--- src/hw/rtl/xysm_pkg.sv ---
// Shared types and constants for the two-axis stepper motion controller.
// Used by xysm_ctrl, xysm_datapath and the top level; depends on nothing.
`timescale 1ns / 1ps

package xysm_pkg;

   localparam int POS_BITS_DEFAULT = 16;
   localparam int RATE_W           = 16;
   localparam int PERIOD_W         = 20;
   localparam int DIV_NUM_W        = 22;
   localparam int CNT_W            = 6;
   localparam int REQ_DATA_W       = 40;
   localparam int RSP_DATA_W       = 112;

   localparam logic [DIV_NUM_W-1:0] US_PER_SECOND = 22'd1000000;
   localparam logic [DIV_NUM_W-1:0] SPEED_SLOPE   = 22'd50;

   localparam logic [RATE_W-1:0] X_RATE_MAX_RST = 16'd2000;
   localparam logic [RATE_W-1:0] X_RATE_MIN_RST = 16'd100;
   localparam logic [RATE_W-1:0] Y_RATE_MAX_RST = 16'd2000;
   localparam logic [RATE_W-1:0] Y_RATE_MIN_RST = 16'd100;

   // Command codes carried in the request tuser.
   localparam logic [1:0] CMD_TICK   = 2'd0;
   localparam logic [1:0] CMD_TARGET = 2'd1;
   localparam logic [1:0] CMD_HOME   = 2'd2;
   localparam logic [1:0] CMD_SPEED  = 2'd3;

   // Register indexes on the csr port.
   localparam logic [1:0] CSR_X_RATE_MAX = 2'd0;
   localparam logic [1:0] CSR_X_RATE_MIN = 2'd1;
   localparam logic [1:0] CSR_Y_RATE_MAX = 2'd2;
   localparam logic [1:0] CSR_Y_RATE_MIN = 2'd3;

   // Operand selection for the shared divider.
   localparam logic [1:0] DIV_SCALE = 2'd0;
   localparam logic [1:0] DIV_PER_X = 2'd1;
   localparam logic [1:0] DIV_PER_Y = 2'd2;

   typedef struct packed {
      logic       capture;
      logic       apply;
      logic       sq_x;
      logic       sq_y;
      logic       sqrt_load;
      logic       sqrt_step;
      logic       div_load;
      logic [1:0] div_sel;
      logic       div_step;
      logic       mul;
      logic       set_rate;
      logic       set_per_x;
      logic       set_per_y;
      logic       load_out;
   } cmd_type;

   typedef struct packed {
      logic is_speed;
      logic span_zero;
   } status_type;

endpackage

--- src/hw/rtl/xysm_datapath.sv ---
// Datapath of the stepper controller: axis state, configuration registers,
// square root, shared divider, rate clamp and the result register. Uses xysm_pkg.
`timescale 1ns / 1ps

module xysm_datapath #(
   parameter int POS_BITS = xysm_pkg::POS_BITS_DEFAULT
) (
   input  logic                                clock,
   input  logic                                reset,
   input  xysm_pkg::cmd_type                   cmd,
   output xysm_pkg::status_type                status,
   input  logic [xysm_pkg::REQ_DATA_W-1:0]     req_tdata,
   input  logic [1:0]                          req_tuser,
   input  logic                                csr_we,
   input  logic [1:0]                          csr_index,
   input  logic [xysm_pkg::RATE_W-1:0]         csr_wdata,
   output logic [xysm_pkg::RSP_DATA_W-1:0]     rsp_tdata
);
   import xysm_pkg::*;

   localparam int P      = POS_BITS;
   localparam int RW     = 2 * P + 2;
   localparam int DW     = (P > RATE_W) ? P : RATE_W;
   localparam int RAW_W  = P + 1 + DIV_NUM_W;

   typedef struct packed {
      logic [P-1:0] pos;
      logic         pulse;
      logic         dir;
   } axis_type;

   function automatic axis_type move_axis(axis_type a, logic [P-1:0] goal,
                                          logic [P-1:0] span, logic sw_lo,
                                          logic sw_hi);
      axis_type r;
      r = a;
      if (goal > a.pos) begin
         if (!sw_hi) begin
            r.dir = 1'b1;
            if (a.pos < span) begin
               r.pos   = a.pos + 1'b1;
               r.pulse = ~a.pulse;
            end
         end
      end else if (goal < a.pos) begin
         if (!sw_lo) begin
            r.dir = 1'b0;
            if (a.pos != '0) begin
               r.pos   = a.pos - 1'b1;
               r.pulse = ~a.pulse;
            end
         end
      end
      return r;
   endfunction

   localparam logic [2:0] PH_IDLE   = 3'd0;
   localparam logic [2:0] PH_X_UP   = 3'd1;
   localparam logic [2:0] PH_X_DOWN = 3'd2;
   localparam logic [2:0] PH_Y_UP   = 3'd3;
   localparam logic [2:0] PH_Y_DOWN = 3'd4;

   // Captured request word.
   logic [1:0]  cmd_code_ff;
   logic [REQ_DATA_W-1:0] in_ff;
   logic        tick_x, tick_y, sw_xl, sw_xh, sw_yl, sw_yh;
   logic [RATE_W-1:0] new_x, new_y;

   // Configuration.
   logic [RATE_W-1:0] x_max_ff, x_min_ff, y_max_ff, y_min_ff;

   // Axis state.
   axis_type    ax_ff, ax_in, ay_ff, ay_in;
   logic [P-1:0] goal_x_ff, goal_x_in, goal_y_ff, goal_y_in;
   logic [P-1:0] span_x_ff, span_x_in, span_y_ff, span_y_in;
   logic        done_ff, done_in;
   logic [2:0]  phase_ff, phase_in;

   // Speed arithmetic.
   logic [P-1:0]    dx, dy;
   logic [2*P-1:0]  sq_ff;
   logic [2*P:0]    sum_ff;
   logic [RW-1:0]   rad_ff;
   logic [P:0]      root_ff;
   logic [P+1:0]    rem_ff;
   logic [P+3:0]    sq_trial_t, sq_trial_d;
   logic [DIV_NUM_W-1:0] num_ff, quo_ff;
   logic [DW-1:0]   den_ff, drem_ff;
   logic [DW:0]     div_t;
   logic [RAW_W-1:0] raw_ff;
   logic [RATE_W-1:0] rate_x_ff, rate_y_ff;
   logic [PERIOD_W-1:0] per_x_ff, per_y_ff;
   logic [RSP_DATA_W-1:0] out_ff;

   assign tick_x = in_ff[0];
   assign tick_y = in_ff[1];
   assign new_x  = in_ff[17:2];
   assign new_y  = in_ff[33:18];
   assign sw_xl  = in_ff[34];
   assign sw_xh  = in_ff[35];
   assign sw_yl  = in_ff[36];
   assign sw_yh  = in_ff[37];

   assign status.is_speed  = (cmd_code_ff == CMD_SPEED);
   assign status.span_zero = (span_x_ff == '0);

   always_ff @(posedge clock) begin
      if (cmd.capture) begin
         cmd_code_ff <= req_tuser;
         in_ff       <= req_tdata;
      end
   end

   always_ff @(posedge clock) begin
      if (reset) begin
         x_max_ff <= X_RATE_MAX_RST;
         x_min_ff <= X_RATE_MIN_RST;
         y_max_ff <= Y_RATE_MAX_RST;
         y_min_ff <= Y_RATE_MIN_RST;
      end else if (csr_we) begin
         unique case (csr_index)
            CSR_X_RATE_MAX: x_max_ff <= csr_wdata;
            CSR_X_RATE_MIN: x_min_ff <= csr_wdata;
            CSR_Y_RATE_MAX: y_max_ff <= csr_wdata;
            CSR_Y_RATE_MIN: y_min_ff <= csr_wdata;
            default: ;
         endcase
      end
   end

   // Command execution for tick, set target and start homing.
   always_comb begin
      ax_in     = ax_ff;
      ay_in     = ay_ff;
      goal_x_in = goal_x_ff;
      goal_y_in = goal_y_ff;
      span_x_in = span_x_ff;
      span_y_in = span_y_ff;
      done_in   = done_ff;
      phase_in  = phase_ff;
      if (cmd.apply) begin
         unique case (cmd_code_ff)
            CMD_TICK: begin
               if (phase_ff != PH_IDLE) begin
                  case (phase_ff)
                     PH_X_UP: begin
                        if (tick_x) begin
                           if (sw_xh) begin
                              phase_in = PH_X_DOWN;
                           end else begin
                              ax_in.pulse = ~ax_ff.pulse;
                              ax_in.dir   = 1'b1;
                           end
                        end
                     end
                     PH_X_DOWN: begin
                        if (tick_x) begin
                           if (sw_xl) begin
                              phase_in = PH_Y_UP;
                           end else begin
                              ax_in.pulse = ~ax_ff.pulse;
                              ax_in.dir   = 1'b0;
                              if (span_x_ff != '1) span_x_in = span_x_ff + 1'b1;
                           end
                        end
                     end
                     PH_Y_UP: begin
                        if (tick_y) begin
                           if (sw_yh) begin
                              phase_in = PH_Y_DOWN;
                           end else begin
                              ay_in.pulse = ~ay_ff.pulse;
                              ay_in.dir   = 1'b1;
                           end
                        end
                     end
                     PH_Y_DOWN: begin
                        if (tick_y) begin
                           if (sw_yl) begin
                              ax_in.pos = '0;
                              ay_in.pos = '0;
                              done_in   = 1'b1;
                              phase_in  = PH_IDLE;
                           end else begin
                              ay_in.pulse = ~ay_ff.pulse;
                              ay_in.dir   = 1'b0;
                              if (span_y_ff != '1) span_y_in = span_y_ff + 1'b1;
                           end
                        end
                     end
                     default: phase_in = PH_IDLE;
                  endcase
               end else if (done_ff) begin
                  if (tick_x) ax_in = move_axis(ax_ff, goal_x_ff, span_x_ff, sw_xl, sw_xh);
                  if (tick_y) ay_in = move_axis(ay_ff, goal_y_ff, span_y_ff, sw_yl, sw_yh);
               end
            end
            CMD_TARGET: begin
               if ((DW'(new_x) <= DW'(span_x_ff)) && (DW'(new_y) <= DW'(span_y_ff))) begin
                  goal_x_in = P'(new_x);
                  goal_y_in = P'(new_y);
               end
            end
            CMD_HOME: begin
               span_x_in = '0;
               span_y_in = '0;
               done_in   = 1'b0;
               phase_in  = PH_X_UP;
            end
            default: ;
         endcase
      end
   end

   always_ff @(posedge clock) begin
      if (reset) begin
         ax_ff     <= '0;
         ay_ff     <= '0;
         goal_x_ff <= '0;
         goal_y_ff <= '0;
         span_x_ff <= '0;
         span_y_ff <= '0;
         done_ff   <= 1'b0;
         phase_ff  <= PH_IDLE;
      end else begin
         ax_ff     <= ax_in;
         ay_ff     <= ay_in;
         goal_x_ff <= goal_x_in;
         goal_y_ff <= goal_y_in;
         span_x_ff <= span_x_in;
         span_y_ff <= span_y_in;
         done_ff   <= done_in;
         phase_ff  <= phase_in;
      end
   end

   // Distance: dx squared, then dy squared and summed, then a two-bits-per-cycle square root.
   assign dx = (ax_ff.pos > goal_x_ff) ? ax_ff.pos - goal_x_ff : goal_x_ff - ax_ff.pos;
   assign dy = (ay_ff.pos > goal_y_ff) ? ay_ff.pos - goal_y_ff : goal_y_ff - ay_ff.pos;

   assign sq_trial_t = {rem_ff, rad_ff[RW-1:RW-2]};
   assign sq_trial_d = (P+4)'({root_ff, 2'b01});

   always_ff @(posedge clock) begin
      if (cmd.sq_x) sq_ff <= dx * dx;
      if (cmd.sq_y) sum_ff <= {1'b0, sq_ff} + (2*P+1)'(dy * dy);
      if (cmd.sqrt_load) begin
         rad_ff  <= RW'(sum_ff);
         root_ff <= '0;
         rem_ff  <= '0;
      end else if (cmd.sqrt_step) begin
         rad_ff <= {rad_ff[RW-3:0], 2'b00};
         if (sq_trial_t >= sq_trial_d) begin
            rem_ff  <= (P+2)'(sq_trial_t - sq_trial_d);
            root_ff <= {root_ff[P-1:0], 1'b1};
         end else begin
            rem_ff  <= (P+2)'(sq_trial_t);
            root_ff <= {root_ff[P-1:0], 1'b0};
         end
      end
   end

   // Shared restoring divider, one quotient bit per cycle.
   assign div_t = {drem_ff, num_ff[DIV_NUM_W-1]};

   always_ff @(posedge clock) begin
      if (cmd.div_load) begin
         drem_ff <= '0;
         quo_ff  <= '0;
         case (cmd.div_sel)
            DIV_SCALE: begin
               num_ff <= DIV_NUM_W'(x_max_ff) * SPEED_SLOPE;
               den_ff <= DW'(span_x_ff);
            end
            DIV_PER_X: begin
               num_ff <= US_PER_SECOND;
               den_ff <= (rate_x_ff == '0) ? DW'(1) : DW'(rate_x_ff);
            end
            default: begin
               num_ff <= US_PER_SECOND;
               den_ff <= (rate_y_ff == '0) ? DW'(1) : DW'(rate_y_ff);
            end
         endcase
      end else if (cmd.div_step) begin
         num_ff <= {num_ff[DIV_NUM_W-2:0], 1'b0};
         if (div_t >= {1'b0, den_ff}) begin
            drem_ff <= DW'(div_t - {1'b0, den_ff});
            quo_ff  <= {quo_ff[DIV_NUM_W-2:0], 1'b1};
         end else begin
            drem_ff <= DW'(div_t);
            quo_ff  <= {quo_ff[DIV_NUM_W-2:0], 1'b0};
         end
      end
      if (cmd.mul) raw_ff <= root_ff * quo_ff;
   end

   // Rate clamp; a zero X span forces both axes to their max rate.
   always_ff @(posedge clock) begin
      if (reset) begin
         rate_x_ff <= '0;
         rate_y_ff <= '0;
         per_x_ff  <= PERIOD_W'(US_PER_SECOND);
         per_y_ff  <= PERIOD_W'(US_PER_SECOND);
      end else begin
         if (cmd.set_rate) begin
            if (status.span_zero || raw_ff >= RAW_W'(x_max_ff)) rate_x_ff <= x_max_ff;
            else if (raw_ff < RAW_W'(x_min_ff)) rate_x_ff <= x_min_ff;
            else rate_x_ff <= RATE_W'(raw_ff);
            if (status.span_zero || raw_ff >= RAW_W'(y_max_ff)) rate_y_ff <= y_max_ff;
            else if (raw_ff < RAW_W'(y_min_ff)) rate_y_ff <= y_min_ff;
            else rate_y_ff <= RATE_W'(raw_ff);
         end
         if (cmd.set_per_x) per_x_ff <= PERIOD_W'(quo_ff);
         if (cmd.set_per_y) per_y_ff <= PERIOD_W'(quo_ff);
      end
   end

   always_ff @(posedge clock) begin
      if (cmd.load_out) begin
         out_ff <= {2'b00, per_y_ff, per_x_ff, (phase_ff != PH_IDLE), done_ff,
                    16'(span_y_ff), 16'(span_x_ff), 16'(ay_ff.pos), 16'(ax_ff.pos),
                    ay_ff.dir, ay_ff.pulse, ax_ff.dir, ax_ff.pulse};
      end
   end

   assign rsp_tdata = out_ff;

endmodule

--- src/hw/rtl/xysm_ctrl.sv ---
// Sequencer of the stepper controller: handshakes and step-by-step commands
// to xysm_datapath for the speed computation. Uses xysm_pkg.
`timescale 1ns / 1ps

module xysm_ctrl #(
   parameter int POS_BITS = xysm_pkg::POS_BITS_DEFAULT
) (
   input  logic                  clock,
   input  logic                  reset,
   input  logic                  req_tvalid,
   output logic                  req_tready,
   output logic                  rsp_tvalid,
   input  logic                  rsp_tready,
   output xysm_pkg::cmd_type     cmd,
   input  xysm_pkg::status_type  status
);
   import xysm_pkg::*;

   localparam logic [CNT_W-1:0] SQRT_LAST = CNT_W'(POS_BITS);
   localparam logic [CNT_W-1:0] DIV_LAST  = CNT_W'(DIV_NUM_W - 1);

   localparam logic [4:0] S_IDLE = 5'd0;
   localparam logic [4:0] S_EXEC = 5'd1;
   localparam logic [4:0] S_SQX  = 5'd2;
   localparam logic [4:0] S_SQY  = 5'd3;
   localparam logic [4:0] S_RTL  = 5'd4;
   localparam logic [4:0] S_RTS  = 5'd5;
   localparam logic [4:0] S_DSL  = 5'd6;
   localparam logic [4:0] S_DSS  = 5'd7;
   localparam logic [4:0] S_MUL  = 5'd8;
   localparam logic [4:0] S_RATE = 5'd9;
   localparam logic [4:0] S_DXL  = 5'd10;
   localparam logic [4:0] S_DXS  = 5'd11;
   localparam logic [4:0] S_DYL  = 5'd12;
   localparam logic [4:0] S_DYS  = 5'd13;
   localparam logic [4:0] S_PY   = 5'd14;
   localparam logic [4:0] S_OUT  = 5'd15;

   logic [4:0]       state_ff, state_in;
   logic [CNT_W-1:0] cnt_ff, cnt_in;
   logic             valid_ff, valid_in;

   assign req_tready = (state_ff == S_IDLE);
   assign rsp_tvalid = valid_ff;

   always_comb begin
      cmd      = '0;
      state_in = state_ff;
      cnt_in   = cnt_ff;
      valid_in = valid_ff && !rsp_tready;
      unique case (state_ff)
         S_IDLE: begin
            if (req_tvalid) begin
               cmd.capture = 1'b1;
               state_in    = S_EXEC;
            end
         end
         S_EXEC: begin
            cmd.apply = 1'b1;
            state_in  = status.is_speed ? S_SQX : S_OUT;
         end
         S_SQX: begin
            cmd.sq_x = 1'b1;
            state_in = S_SQY;
         end
         S_SQY: begin
            cmd.sq_y = 1'b1;
            state_in = S_RTL;
         end
         S_RTL: begin
            cmd.sqrt_load = 1'b1;
            cnt_in        = '0;
            state_in      = S_RTS;
         end
         S_RTS: begin
            cmd.sqrt_step = 1'b1;
            cnt_in        = cnt_ff + 1'b1;
            if (cnt_ff == SQRT_LAST) state_in = status.span_zero ? S_RATE : S_DSL;
         end
         S_DSL: begin
            cmd.div_load = 1'b1;
            cmd.div_sel  = DIV_SCALE;
            cnt_in       = '0;
            state_in     = S_DSS;
         end
         S_DSS: begin
            cmd.div_step = 1'b1;
            cnt_in       = cnt_ff + 1'b1;
            if (cnt_ff == DIV_LAST) state_in = S_MUL;
         end
         S_MUL: begin
            cmd.mul  = 1'b1;
            state_in = S_RATE;
         end
         S_RATE: begin
            cmd.set_rate = 1'b1;
            state_in     = S_DXL;
         end
         S_DXL: begin
            cmd.div_load = 1'b1;
            cmd.div_sel  = DIV_PER_X;
            cnt_in       = '0;
            state_in     = S_DXS;
         end
         S_DXS: begin
            cmd.div_step = 1'b1;
            cnt_in       = cnt_ff + 1'b1;
            if (cnt_ff == DIV_LAST) state_in = S_DYL;
         end
         S_DYL: begin
            cmd.set_per_x = 1'b1;
            cmd.div_load  = 1'b1;
            cmd.div_sel   = DIV_PER_Y;
            cnt_in        = '0;
            state_in      = S_DYS;
         end
         S_DYS: begin
            cmd.div_step = 1'b1;
            cnt_in       = cnt_ff + 1'b1;
            if (cnt_ff == DIV_LAST) state_in = S_PY;
         end
         S_PY: begin
            cmd.set_per_y = 1'b1;
            state_in      = S_OUT;
         end
         S_OUT: begin
            if (!valid_ff || rsp_tready) begin
               cmd.load_out = 1'b1;
               valid_in     = 1'b1;
               state_in     = S_IDLE;
            end
         end
         default: state_in = S_IDLE;
      endcase
   end

   always_ff @(posedge clock) begin
      if (reset) begin
         state_ff <= S_IDLE;
         cnt_ff   <= '0;
         valid_ff <= 1'b0;
      end else begin
         state_ff <= state_in;
         cnt_ff   <= cnt_in;
         valid_ff <= valid_in;
      end
   end

endmodule

--- src/hw/rtl/xy_stepper_motion_controller_core.sv ---
// Top level of the two-axis stepper homing and position controller.
// Joins xysm_ctrl and xysm_datapath; uses xysm_pkg.
`timescale 1ns / 1ps
//
// Every request word carries one command in req_tuser and yields exactly one
// response word on the rsp_ channel, in order. Commands are tick, set target,
// start homing and recompute speed. The csr_ port writes the four rate
// registers; write them only while no word is in flight.
//
// A tick, set-target or homing command is executed and then loaded into the
// response register. A speed command goes on to square the distances and take
// the square root, which produces one root bit per cycle; the shared restoring
// divider then produces one quotient bit per cycle, and it runs three times in
// turn (speed scale, X period, Y period), with the multiply and rate clamp
// after the scale division. With a zero X span the scale division and the
// multiply are skipped.
// One word is worked on at a time. req_tready is high while the sequencer is
// idle, also while a finished response still waits in the output register;
// a stalled receiver only holds the sequencer when the next response is due.
//
// Reset clears positions, goals, spans, flags and rates, restores the rate
// registers to 2000/100 Hz and sets both periods to one second.

module xy_stepper_motion_controller_core #(
   parameter int POS_BITS = xysm_pkg::POS_BITS_DEFAULT
) (
   input  logic                             clock,
   input  logic                             reset,
   // tdata: tick_x, tick_y, new_x[15:0], new_y[15:0], sw_x_low, sw_x_high,
   // sw_y_low, sw_y_high, then two zero bits.
   input  logic [xysm_pkg::REQ_DATA_W-1:0]  req_tdata,
   // tuser: command[1:0].
   input  logic [1:0]                       req_tuser,
   input  logic                             req_tvalid,
   output logic                             req_tready,
   // tdata: x_step_pin, x_dir_pin, y_step_pin, y_dir_pin, x_position[15:0],
   // y_position[15:0], x_span[15:0], y_span[15:0], calibrated, calibrating,
   // x_period_us[19:0], y_period_us[19:0], then two zero bits.
   output logic [xysm_pkg::RSP_DATA_W-1:0]  rsp_tdata,
   output logic                             rsp_tvalid,
   input  logic                             rsp_tready,
   input  logic                             csr_we,
   input  logic [1:0]                       csr_index,
   input  logic [xysm_pkg::RATE_W-1:0]      csr_wdata
);
   import xysm_pkg::*;

   cmd_type    cmd;
   status_type status;

   // The sequencer owns both handshakes and walks the datapath through a word.
   xysm_ctrl #(
      .POS_BITS (POS_BITS)
   ) u_ctrl (
      .clock      (clock),
      .reset      (reset),
      .req_tvalid (req_tvalid),
      .req_tready (req_tready),
      .rsp_tvalid (rsp_tvalid),
      .rsp_tready (rsp_tready),
      .cmd        (cmd),
      .status     (status)
   );

   // All axis state, configuration, arithmetic and the response register live in the datapath.
   xysm_datapath #(
      .POS_BITS (POS_BITS)
   ) u_datapath (
      .clock     (clock),
      .reset     (reset),
      .cmd       (cmd),
      .status    (status),
      .req_tdata (req_tdata),
      .req_tuser (req_tuser),
      .csr_we    (csr_we),
      .csr_index (csr_index),
      .csr_wdata (csr_wdata),
      .rsp_tdata (rsp_tdata)
   );

endmodule
--- config.mk ---
export PLATFORM = sky130hd
export DESIGN_NAME = xy_stepper_motion_controller_core
export DESIGN_NICKNAME = d
export VERILOG_FILES = /design/src/hw/rtl/xysm_pkg.sv /design/src/hw/rtl/xysm_datapath.sv /design/src/hw/rtl/xysm_ctrl.sv /design/src/hw/rtl/xy_stepper_motion_controller_core.sv
export SDC_FILE = /design/constraint.sdc
export NUM_CORES = 2
export LEC_CHECK = 0
export ABC_AREA = 1
export BUFFER_PORTS_ARGS = -buffer_cell sky130_fd_sc_hd__buf_2
export CAP_MARGIN = 15
export CORE_MARGIN = 4
export CORE_UTILIZATION = 39
export CTS_CLUSTER_SIZE = 28
export DETAILED_ROUTE_END_ITERATION = 6
export GPL_TIMING_DRIVEN = 0
export PLACE_DENSITY = 0.53
export REMOVE_ABC_BUFFERS = 1
export SLEW_MARGIN = 40
export SYNTH_ARGS = -nofsm -noshare
export SYNTH_HDL_FRONTEND = slang
export SYNTH_SLANG_ARGS = --single-unit
export TNS_END_PERCENT = 5
--- constraint.sdc ---
create_clock -name clock -period 12.12 [get_ports clock]
set_input_delay 1.818 -clock clock [delete_from_list [all_inputs] [get_ports clock]]
set_output_delay 1.818 -clock clock [all_outputs]
set_load 0.02 [all_outputs]
==> metrics.cfg <==
[sta]
fin_worst_skew_ns=0.0237
rsz0062_at_grt=false
min_period_ns=9.31
fin_setup_tns_ns=0
min_period_over_period_pct=76.8
finalWorstSetupSlack_ns=2.81
clock.fmax_mhz=107
timing.final.max_slew_violations=0
setup_viol=0
tightest_slew_ns=0.823
slew_headroom_pct=45.0
finalHoldViolCount=0
whs_ns=0.423

[route]
wl_per_cell_um=18.3
drt_first_pass_iters=6
final_antenna_net_count=0
remaining_drc_errors=0
via_per_inst=5.03
first_iter_violations=3322
vias=51100
wl_um=185000

[synth]
ys_warn_count=0
synth_top_family_by_area=adder cells
synth_edf_count=323
synthSimpleGateAreaFrac_pct=17.7
synthXorXnorAreaFrac_pct=2.73
synth_flop_cell=dfxtp_1
ys_async_sr_fraction_pct=0
avgSynthCellArea_um2=8.11
synth_mux_area_share_pct=0
yosys.area_share.adder_pct=33.5
yosys_register_bits=648
yosysUniqueCellTypes=64
ys_seq_area_share_pct=25.5
synthCells=7847
synth.cell_area_um2=63600
synth_compound_area_share_pct=9.08

[power_and_ir_drop]
power_leakage_uw=0.0355
peakVddDrop_mv=0.142
power_density_nw_per_um2=219

[floorplanning]
dieArea_um2=170000
die_height_um=412
initial_core_util_pct=39.4
die_w_um=412
pin_count=179
design.core.area_um2=161000
rows=147

[final_layout]
nets=9276
drive_gt1_share_pct=6.09
mostFrequentLayoutCells=nand2_1 (1,714), inv_1 (1,660), fa_1 (673)
finalNonFillerCells=10100
area_growth_pct=9.70
final_common_cell=nand2_1
final_util_pct=43.3

[worst_setup_path]
cp_max_fo=18
crit_type=reg -> reg
crit_required_ns=12.56
crit_path_end_kind=flip-flop
cpPeakStageDelay_ns=0.79
endpoint=u_datapath.sq_ff[28]
rrSetupSlack_ns=2.81
slowest_stage=ha_1
reg2reg_from=u_datapath.ax_ff[2]
reg2reg_depth=29
r2r_end=u_datapath.sq_ff[28]
critPathLaunch=u_datapath.ax_ff[2]
worst-endpoint-arrival_ns=9.75
critPathLaunchType=flip-flop

[global_routing]
use_met3_pct=3.29
grt_usage_pct=22.1
grtUsageMet1_pct=30.9
grt_pass1_vias=52000
met2_usage_pct=35.6
busiest_layer=met2
grt_max_degree=93
grt_pass1_wl_um=295000
gr-total-overflow=0
antenna_found_initial=12

[clock_tree]
clkTransAtPathRegs_ns=0.06
cts_buffers=80
clockRootBuffer=clkbuf_16
clk-insertion-delay-late_ns=0.69
clk_path_buf_depth=3
hold_buffers=0
cts_tree=done
cts_resized=0
post_cts_buffers=0
cts.sinks=648
h-tree-depth=3

[placement]
port_buffers=174
gp_congestion=0.901
place_ws_ns=2.76
dp.cells=9989
dp_hpwl_um=147000

[min_path]
hp-class=reg -> reg

[run]
cap_viol_max_count=0

[outcome]
status=finished, final reports clean

## power breakdown
part	internal (uW)	total (uW)	switching (uW)
clock	1420	2470	1050
combinational	3180	9140	5960
sequential	2910	3700	788
total	7510	15300	7800
## critical path: cells and delay by family, from the launching register on
family,cells,cell delay [ns]
and+or+nand+nor,11,2.13
DFF,1,0.42
adders and majority gates,8,4.24
AOI/OAI and AO/OA,3,1.00
buffers and inverters,7,1.25
## stage by stage
step	total power [uW]	cell area (um^2)
2_1_floorplan	9820	62700
3_3_place_gp	12700	66200
3_5_place_dp	12900	67000
4_1_cts	15500	69700
5_1_grt	16900	69800
6_report	15300	69800
## Yosys cell counts (3+ instances only)
| master | n | area share [%] |
|---|---|---|
| a211oi_1 | 18 | 0.21 |
| a21boi_0 | 6 | 0.071 |
| a21o_1 | 34 | 0.40 |
| a21oi_1 | 494 | 3.9 |
| a221oi_1 | 6 | 0.083 |
| a22oi_1 | 6 | 0.071 |
| a31oi_1 | 28 | 0.28 |
| buf_1 | 4 | 0.024 |
| buf_2 | 28 | 0.22 |
| buf_4 | 9 | 0.11 |
| buf_6 | 6 | 0.11 |
| clkbuf_1 | 174 | 1.0 |
| clkinv_1 | 6 | 0.035 |
| dfxtp_1 | 325 | 10 |
| edfxtp_1 | 323 | 15 |
| fa_1 | 673 | 21 |
| ha_1 | 627 | 12 |
| inv_1 | 1665 | 9.8 |
| inv_2 | 16 | 0.094 |
| nand2_1 | 1715 | 10 |
| nand2_2 | 20 | 0.20 |
| nand3_1 | 219 | 1.7 |
| nand3b_1 | 10 | 0.12 |
| nand4_1 | 88 | 0.87 |
| nor2_1 | 543 | 3.2 |
| nor2_2 | 15 | 0.15 |
| nor2_4 | 5 | 0.089 |
| nor3_1 | 88 | 0.69 |
| nor4_1 | 20 | 0.20 |
| o2111ai_1 | 4 | 0.055 |
| o211ai_1 | 40 | 0.47 |
| o21a_1 | 13 | 0.15 |
| o21ai_0 | 306 | 2.4 |
| o21ai_1 | 3 | 0.024 |
| o21ai_2 | 3 | 0.041 |
| o21bai_1 | 21 | 0.25 |
| o221ai_1 | 10 | 0.14 |
| o22ai_1 | 38 | 0.37 |
| o31ai_1 | 4 | 0.047 |
| or2_2 | 10 | 0.098 |
| xnor2_1 | 54 | 0.74 |
| xor2_1 | 139 | 1.9 |
## worst min path at each step
stage | from | to | slack, ns | cells after the start
after detailed placement | u_datapath.per_y_ff[5] | u_datapath.rsp_tdata[95] | 0.41 | 0
final | u_datapath.per_y_ff[5] | u_datapath.rsp_tdata[95] | 0.42 | 0
after floorplan | u_datapath.per_y_ff[10] | u_datapath.rsp_tdata[100] | 0.40 | 0
after global placement | u_datapath.per_x_ff[8] | u_datapath.rsp_tdata[78] | 0.41 | 0
after global routing | u_datapath.per_x_ff[4] | u_datapath.rsp_tdata[74] | 0.43 | 0
after CTS | u_datapath.per_y_ff[12] | u_datapath.rsp_tdata[102] | 0.43 | 0
## cells by family (layout without fill, tap and decap cells)
logic type	Yosys count	in the layout
other cells	1	7
xor+xnor	195	195
buf+inv	1912	2041
fa+ha+maj	1300	1300
simple gates	2749	2749
compound gates	1042	1042
flops	648	648
## registers in the layout, indices dropped and copies added, names as in the netlist, 21 cells and up
name                  cells
u_datapath.sq_ff         31
u_datapath.quo_ff        22
u_datapath.raw_ff        39
u_datapath.num_ff        21
u_datapath.rad_ff        34
u_datapath.rsp_tdata    110
u_datapath.sum_ff        33
u_datapath.in_ff         38
## final cells by class
| class | instances | area, um^2 |
|---|---|---|
| fill | 16300 | 91500 |
| clock inverter | 45 | 422 |
| clock buffer | 104 | 2300 |
| timing repair buffer | 203 | 1500 |
| antenna | 4 | 10.0 |
| tap | 2160 | 2700 |
| multi-input combinational | 5289 | 40200 |
| inverter | 1689 | 6350 |
| sequential | 648 | 16200 |
## metal layers
metal	wire length [um]	vias up
li1	-	24700
met1	85600	24900
met2	83900	1231
met3	10400	250
met4	5270	6
met5	44	-
Note: power is estimated with default switching activity, not from simulation.
